===== config.mk =====
export PLATFORM = sky130hd
export DESIGN_NAME = metar_cloud_group_parser_top
export DESIGN_NICKNAME = d
export VERILOG_FILES = /design/src/design/mcgp_pkg.sv /design/src/design/mcgp_step.sv /design/src/design/metar_cloud_group_parser_top.sv
export SDC_FILE = /design/constraint.sdc
export NUM_CORES = 1
export LEC_CHECK = 0
export ABC_CLOCK_PERIOD_IN_PS = 4000
export BUFFER_PORTS_ARGS = -buffer_cell sky130_fd_sc_hd__buf_2
export CORE_UTILIZATION = 60
export DETAILED_ROUTE_END_ITERATION = 10
export PLACE_DENSITY = 0.8
export SLEW_MARGIN = 20
export SYNTH_ARGS = -nofsm -noshare
export SYNTH_HDL_FRONTEND = slang
export SYNTH_SLANG_ARGS = --single-unit
export TNS_END_PERCENT = 50

===== constraint.sdc =====
create_clock -name clk -period 4 [get_ports clk]
set_input_delay 0.4 -clock clk [delete_from_list [all_inputs] [get_ports clk]]
set_output_delay 0.4 -clock clk [all_outputs]
set_load 0.005 [all_outputs]

===== src/design/mcgp_pkg.sv =====
// Package for the cloud group parser: payload structs, parser state struct
// and the sky-cover and cloud-type code tables. No dependencies.
`default_nettype none

package mcgp_pkg;

    localparam int unsigned MAX_TOKEN_LEN = 16;
    localparam int unsigned POS_W         = 5;
    localparam int unsigned ALT_W         = 10;
    localparam int unsigned N_COVER       = 7;
    localparam int unsigned N_TYPE        = 3;
    localparam int unsigned ALT_MAX       = 999;

    typedef enum logic [2:0] {
        COVER_SKC = 3'd0,
        COVER_CLR = 3'd1,
        COVER_NSC = 3'd2,
        COVER_FEW = 3'd3,
        COVER_SCT = 3'd4,
        COVER_BKN = 3'd5,
        COVER_OVC = 3'd6
    } cover_code_t;

    typedef enum logic [1:0] {
        CTYPE_TCU = 2'd0,
        CTYPE_CB  = 2'd1,
        CTYPE_ACC = 2'd2
    } ctype_code_t;

    // Index [code][char] with char 0 the leftmost letter.
    localparam logic [0:N_COVER-1][0:2][7:0] COVER_CODES =
        {"SKC", "CLR", "NSC", "FEW", "SCT", "BKN", "OVC"};
    localparam logic [0:N_TYPE-1][0:2][7:0] TYPE_CODES =
        {"TCU", "CB", 8'h00, "ACC"};
    localparam logic [0:N_TYPE-1][1:0] TYPE_LENS = {2'd3, 2'd2, 2'd3};

    typedef struct packed {
        logic [7:0] ch;
        logic       last;
        logic       temporary;
    } mcgp_in_t;

    typedef struct packed {
        logic             matched;
        logic [2:0]       cover_res;
        logic             has_altitude;
        logic [ALT_W-1:0] altitude;
        logic             has_type;
        logic [1:0]       cloud_type;
        logic             temp_out;
    } mcgp_out_t;

    typedef struct packed {
        logic [POS_W-1:0]   position;
        logic [N_COVER-1:0] cover_cand;
        logic [ALT_W-1:0]   alt_accum;
        logic               digits_open;
        logic [N_TYPE-1:0]  type_cand;
        logic               temp_latched;
    } mcgp_state_t;

    localparam mcgp_state_t STATE_RESET = '{
        position:     '0,
        cover_cand:   '1,
        alt_accum:    '0,
        digits_open:  1'b1,
        type_cand:    '1,
        temp_latched: 1'b0
    };

endpackage

`default_nettype wire


===== src/design/mcgp_step.sv =====
// Per-character update of the parser state and decode of the result on the
// final character. Pure combinational logic; uses mcgp_pkg.
`default_nettype none

module mcgp_step (
    input  wire mcgp_pkg::mcgp_state_t state,
    input  wire mcgp_pkg::mcgp_in_t    item,
    output mcgp_pkg::mcgp_state_t      state_next,
    output mcgp_pkg::mcgp_out_t        result
);
    import mcgp_pkg::*;

    logic [POS_W-1:0]   idx;
    logic [POS_W-1:0]   k;
    logic [POS_W-1:0]   type_len;
    logic               in_range;
    logic               is_digit;
    logic [13:0]        alt_sum;
    logic [N_COVER-1:0] cover_cand;
    logic [N_TYPE-1:0]  type_cand;
    logic [ALT_W-1:0]   alt_accum;
    logic               digits_open;
    logic               len_ge3;
    logic               len_gt3;
    logic               len_gt6;
    logic               any_cover;
    logic [2:0]         cover_sel;
    logic               any_type;
    logic [1:0]         type_sel;

    assign idx      = state.position;
    assign in_range = idx < POS_W'(MAX_TOKEN_LEN);
    assign k        = idx - POS_W'(6);
    assign is_digit = (item.ch >= "0") && (item.ch <= "9");
    assign alt_sum  = {1'b0, state.alt_accum, 3'b000} + {3'b000, state.alt_accum, 1'b0}
                      + {6'd0, item.ch - 8'h30};

    always_comb
    begin
        cover_cand  = state.cover_cand;
        type_cand   = state.type_cand;
        alt_accum   = state.alt_accum;
        digits_open = state.digits_open;
        if (!in_range)
        begin
            digits_open = 1'b0;
            type_cand   = '0;
        end
        else
        begin
            if (idx < POS_W'(3))
            begin
                for (int j = 0; j < N_COVER; j++)
                begin
                    if (item.ch != COVER_CODES[j][idx[1:0]])
                        cover_cand[j] = 1'b0;
                end
            end
            else if (state.digits_open)
            begin
                if (is_digit)
                    alt_accum = (alt_sum > 14'(ALT_MAX)) ? ALT_W'(ALT_MAX)
                                                        : alt_sum[ALT_W-1:0];
                else
                    digits_open = 1'b0;
            end
            if (idx >= POS_W'(6))
            begin
                for (int j = 0; j < N_TYPE; j++)
                begin
                    if (k >= POS_W'(TYPE_LENS[j]))
                        type_cand[j] = 1'b0;
                    else if (item.ch != TYPE_CODES[j][k[1:0]])
                        type_cand[j] = 1'b0;
                end
            end
        end
    end

    // Lowest index wins for both cover and type.
    always_comb
    begin
        any_cover = |cover_cand;
        cover_sel = '0;
        for (int j = N_COVER - 1; j >= 0; j--)
        begin
            if (cover_cand[j])
                cover_sel = 3'(j);
        end
    end

    // Text from position 6 on is idx-5 characters long including this one.
    assign type_len = idx - POS_W'(5);

    always_comb
    begin
        any_type = 1'b0;
        type_sel = '0;
        for (int j = N_TYPE - 1; j >= 0; j--)
        begin
            if (type_cand[j] && (type_len == POS_W'(TYPE_LENS[j])))
            begin
                any_type = 1'b1;
                type_sel = 2'(j);
            end
        end
    end

    assign len_ge3 = idx >= POS_W'(2);
    assign len_gt3 = idx >= POS_W'(3);
    assign len_gt6 = idx >= POS_W'(6);

    always_comb
    begin
        result.matched      = len_ge3 && any_cover;
        result.cover_res    = result.matched ? cover_sel : 3'(COVER_SKC);
        result.has_altitude = result.matched && len_gt3;
        result.altitude     = result.has_altitude ? alt_accum : '0;
        result.has_type     = result.matched && len_gt6 && any_type;
        result.cloud_type   = result.has_type ? type_sel : 2'(CTYPE_TCU);
        result.temp_out     = (idx == '0) ? item.temporary : state.temp_latched;
    end

    // Return to the reset state after the final character.
    always_comb
    begin
        if (item.last)
            state_next = STATE_RESET;
        else
        begin
            state_next.position     = (&idx) ? idx : idx + POS_W'(1);
            state_next.cover_cand   = cover_cand;
            state_next.alt_accum    = alt_accum;
            state_next.digits_open  = digits_open;
            state_next.type_cand    = type_cand;
            state_next.temp_latched = result.temp_out;
        end
    end

endmodule

`default_nettype wire


===== src/design/metar_cloud_group_parser_top.sv =====
// Top level of the cloud group parser: input register, parser state and
// result register around mcgp_step. Uses mcgp_pkg.
//
//   channel  | handshake                  | payload
//   item     | item_valid / item_stall    | mcgp_in_t  (ch, last, temporary)
//   result   | result_valid / result_stall| mcgp_out_t (one per token)
//
// One character per cycle while item_stall is low; the state update plus decode
// run while the character sits in the input register.
// A result is registered when its final character is processed.
// Reset returns the parser to the start of a token and empties both registers.
// Only a final character waiting on a stalled result register holds item_stall.
`default_nettype none

module metar_cloud_group_parser_top (
    input  wire                      clk,
    input  wire                      rst_n,
    input  wire                      item_valid,
    output logic                     item_stall,
    input  wire mcgp_pkg::mcgp_in_t  item,
    output logic                     result_valid,
    input  wire                      result_stall,
    output mcgp_pkg::mcgp_out_t      result
);
    import mcgp_pkg::*;

    logic        in_valid_reg;
    mcgp_in_t    in_data_reg;
    mcgp_state_t state_reg;
    mcgp_state_t state_next;
    logic        out_valid_reg;
    mcgp_out_t   out_data_reg;
    mcgp_out_t   step_result;
    logic        out_free;
    logic        process;

    mcgp_step u_step (
        .state      (state_reg),
        .item       (in_data_reg),
        .state_next (state_next),
        .result     (step_result)
    );

    assign out_free   = !out_valid_reg || !result_stall;
    // Non-final characters never wait on the result side.
    assign process    = in_valid_reg && (!in_data_reg.last || out_free);
    assign item_stall = in_valid_reg && !process;

    always_ff @(posedge clk or negedge rst_n)
    begin
        if (!rst_n)
        begin
            in_valid_reg  <= 1'b0;
            out_valid_reg <= 1'b0;
            state_reg     <= STATE_RESET;
        end
        else
        begin
            if (!item_stall)
                in_valid_reg <= item_valid;
            if (process)
                state_reg <= state_next;
            if (out_free)
                out_valid_reg <= process && in_data_reg.last;
        end
    end

    always_ff @(posedge clk)
    begin
        if (!item_stall && item_valid)
            in_data_reg <= item;
        if (process && in_data_reg.last)
            out_data_reg <= step_result;
    end

    assign result_valid = out_valid_reg;
    assign result       = out_data_reg;

    // Input side is held back only by a blocked result register.
    assert property (@(posedge clk) disable iff (!rst_n)
        item_stall |-> (result_valid && result_stall))
        else $error("item_stall without a blocked result");

    assert property (@(posedge clk) disable iff (!rst_n)
        (result_valid && !result.matched) |->
            (!result.has_altitude && !result.has_type && result.altitude == '0))
        else $error("unmatched result carries decoded fields");

    assert property (@(posedge clk) disable iff (!rst_n)
        (result_valid && result.has_type) |-> result.has_altitude)
        else $error("cloud type without altitude");

    assert property (@(posedge clk) disable iff (!rst_n)
        result_valid |-> (result.altitude <= ALT_W'(ALT_MAX)))
        else $error("altitude above saturation limit");

    // A final character transfer restarts the token.
    assert property (@(posedge clk) disable iff (!rst_n)
        (process && in_data_reg.last) |=> (state_reg.position == '0))
        else $error("position not cleared after final character");

endmodule

`default_nettype wire

==> flow_metrics.tcl <==
set metrics [dict create \
    arrival_ns 3.87 \
    coreArea_sq_mm 0.006422 \
    grt_pass1_wl_um 15470 \
    seq_area_sq_mm 0.001610 \
    p_switching_uw 722.8 \
    clkSlewWorstSetupHoldPaths_ns 0.07 \
    cts_tree "yes" \
    max-slew-margin-rel_pct 49.95 \
    cts_resized 0 \
    slowest_delay_ns 0.54 \
    switching_share_pct 35.00 \
    pwr-share-clk_pct 29.1 \
    cts_max_level 3 \
    drt-vias-per-instance 6.428 \
    power_density_mw_per_mm2 463.9 \
    wl_um 9511 \
    synth_area_per_cell_sq_um 10.29 \
    cts_root_buf "clkbuf_8" \
    yosysUniqueCellTypes 68 \
    synth_seq_cells 58 \
    critPathCaptureType "flip-flop" \
    dp_slack_ns 0.2154 \
    dr.pass1.iters 8 \
    critPathKind "reg -> reg" \
    synthesis.area_sq_mm 0.004034 \
    synthFlopType "edfxtp_1" \
    slowest_stage "edfxtp_1" \
    synth-edff-count 29 \
    antenna_found_initial 0 \
    p_comb_share_pct 30.3 \
    multi_input_comb_area_sq_mm 0.002245 \
    post_drt_wl_per_cell_um 19.02 \
    rsz0062_at_grt "false" \
    cts-buffers-inserted 9 \
    worstPathMaxFanout 8 \
    cts_hold_buf 0 \
    internal-power_uw 1342 \
    detailed_place_hpwl_um 6876 \
    final_common_cell "buf_2" \
    reg2reg_depth 11 \
    worst_pin_slew_ns 0.7450 \
    drive_gt1_share_pct 20.80 \
    ios 35 \
    port_buffers 34 \
    clock-sinks 58 \
    syn_to_final_growth_pct 10.36 \
    largest_register_ffs 27 \
    tns_ns 0 \
    die_h_um 84.00 \
    vias 3214 \
    synth_cells 392 \
    fin_util_pct 69.32 \
    seq_area_frac_synth_pct 39.92 \
    drt_iter0_drc 234 \
    yosys_warnings 0 \
    dieArea_sq_mm 0.007055 \
    slew_viol_final 0 \
    grt_max_degree 30 \
    die_w_um 84.00 \
    fmax_mhz 266.1 \
    setup_viol 0 \
    hold_viol 0 \
    leakage_uw 0.001934 \
    cp_cell_sequence "a21oi_1 > xor2_1 > fa_1 > ha_1 > and3_4 > a221oi_4 > o21ai_1 > xnor2_1 > o211ai_2 > or2_1 > o221a_1" \
    syn-num-nets 440 \
    cts_buffer_depth 2 \
    finalClockSkew_ns 0.009021 \
    peakVddDrop_v 0.0002593 \
    ant_nets 0 \
    failed_checks "design-rule violations" \
    place.gp.congestion 0.9289 \
    row_count 29 \
    grt_util_all_layers_pct 28.95 \
    layout.nets 466 \
    fillCellCount 486 \
    fin_crit_ns 3.758 \
    async_flop_share_pct 50.00 \
    maxCapViolCount 0 \
    clk_latency_ns 0.35 \
    insertedDiodeCount 0 \
    hold_slack_ns 0.09570 \
    worstSetupStartpointType "flip-flop" \
    fin_crit_sh_pct 93.95 \
    p_total_uw 2065 \
    hold_path_class "in -> async" \
    grt_overflow 0 \
    setup_ws_ns 0.2421 \
    status "finished, violations left" \
    drc 8 \
    initial_utilization_pct 62.81 \
    first_global_vias 3086 \
    pwr-share-seq_pct 40.5 \
    mostFrequentLayoutCells "buf_2 (34), edfxtp_1 (29), ha_1 (28), nand2_1 (27), nor2_1 (26)" \
    worstPathRequired_ns 4.11 \
    postCtsSetupRepairBufs 0 \
]
-- per-layer routing --
| metal | up-vias | wire length (um) | track usage (%) |
|---|---|---|---|
| met5 | - | 0 | 0 |
| met3 | 22 | 620 | 5.143 |
| met4 | 0 | 201 | 11.91 |
| li1 | 1496 | - | - |
| met2 | 147 | 4456 | 45.45 |
| met1 | 1549 | 4233 | 39.73 |
-- power groups by stage --
| stage | logic [uW] | registers (uW) | clock network (uW) |
|---|---|---|---|
| 2_1_floorplan | 481 | 807 | 0 |
| 3_3_place_gp | 589 | 838 | 0 |
| 3_5_place_dp | 605 | 841 | 0 |
| 4_1_cts | 615 | 833 | 603 |
| 5_1_grt | 684 | 846 | 631 |
| 6_report | 626 | 837 | 602 |
-- critical path: cells and delay by family (launching register included) --
kind / cells / cell delay [ns]
fa+ha+maj: 2 / 0.89
simple gates: 2 / 0.57
compound gates: 5 / 1.06
xor+xnor: 2 / 0.44
flops: 1 / 0.54
-- cell type report --
class / instances / share of cell area, %
inverter: 18 / 1.518
sequential: 58 / 36.17
tap: 77 / 2.164
clock buffer: 9 / 2.782
clock inverter: 7 / 2.108
timing repair buffer: 40 / 4.834
multi-input combinational: 291 / 50.42
-- per-stage QoR --
stage / area, sq um / cells
after floorplan: 4034 / 392
after global placement: 4223 / 484
after detailed placement: 4223 / 484
after CTS: 4441 / 500
after global routing: 4452 / 500
final: 4452 / 500
-- logic make-up after synthesis --
family          count (synthesis)  synth area share [%]
simple gates                  122                 16.22
compound gates                 97                 19.01
flops                          58                 39.92
buf+inv                        43                 4.714
fa+ha+maj                      34                 11.66
xor+xnor                       33                 7.165
mux                             5                 1.303
-- final timing paths --
kind | startpoint | end | slack, ns
max in group asynchronous | rst_n | state_reg[11] | 3.45
min | rst_n | state_reg[25] | 0.1
min reg2reg | state_reg[1] | state_reg[1] | 0.51
max | in_data_reg[8] | result[6] | 0.24
min in group clk | item[5] | in_data_reg[5] | 0.22
max reg2reg | in_data_reg[8] | result[6] | 0.24
-- synthesized netlist by cell type, drive strengths merged, types with 3 or more instances --
library cell | n | area share, %
dfstp | 11 | 7.2
buf | 14 | 2.0
nor4b | 4 | 1.0
xnor2 | 14 | 3.0
a31oi | 3 | 0.47
and3 | 5 | 0.90
o221a | 7 | 2.0
nor4 | 7 | 1.1
a32o | 3 | 0.74
ha | 28 | 8.7
nor2b | 5 | 0.78
o21ai | 19 | 2.4
mux2i | 3 | 0.74
dfrtp | 18 | 11
xor2 | 19 | 4.1
nand2b | 5 | 0.78
nor3b | 3 | 0.56
nand2 | 27 | 2.5
fa | 6 | 3.0
clkbuf | 11 | 1.0
a211o | 6 | 1.3
a21oi | 18 | 2.5
a22o | 5 | 1.1
o211ai | 5 | 1.1
or2 | 3 | 0.47
nand4 | 5 | 0.78
and2 | 5 | 0.78
a2111oi | 3 | 1.3
nand3 | 5 | 0.62
a21o | 4 | 0.74
nor2 | 27 | 2.7
edfxtp | 29 | 22
inv | 18 | 1.7
nor3 | 15 | 2.0
a211oi | 3 | 0.68
o31a | 4 | 0.87
No activity file was read; power rests on OpenSTA's default activity.
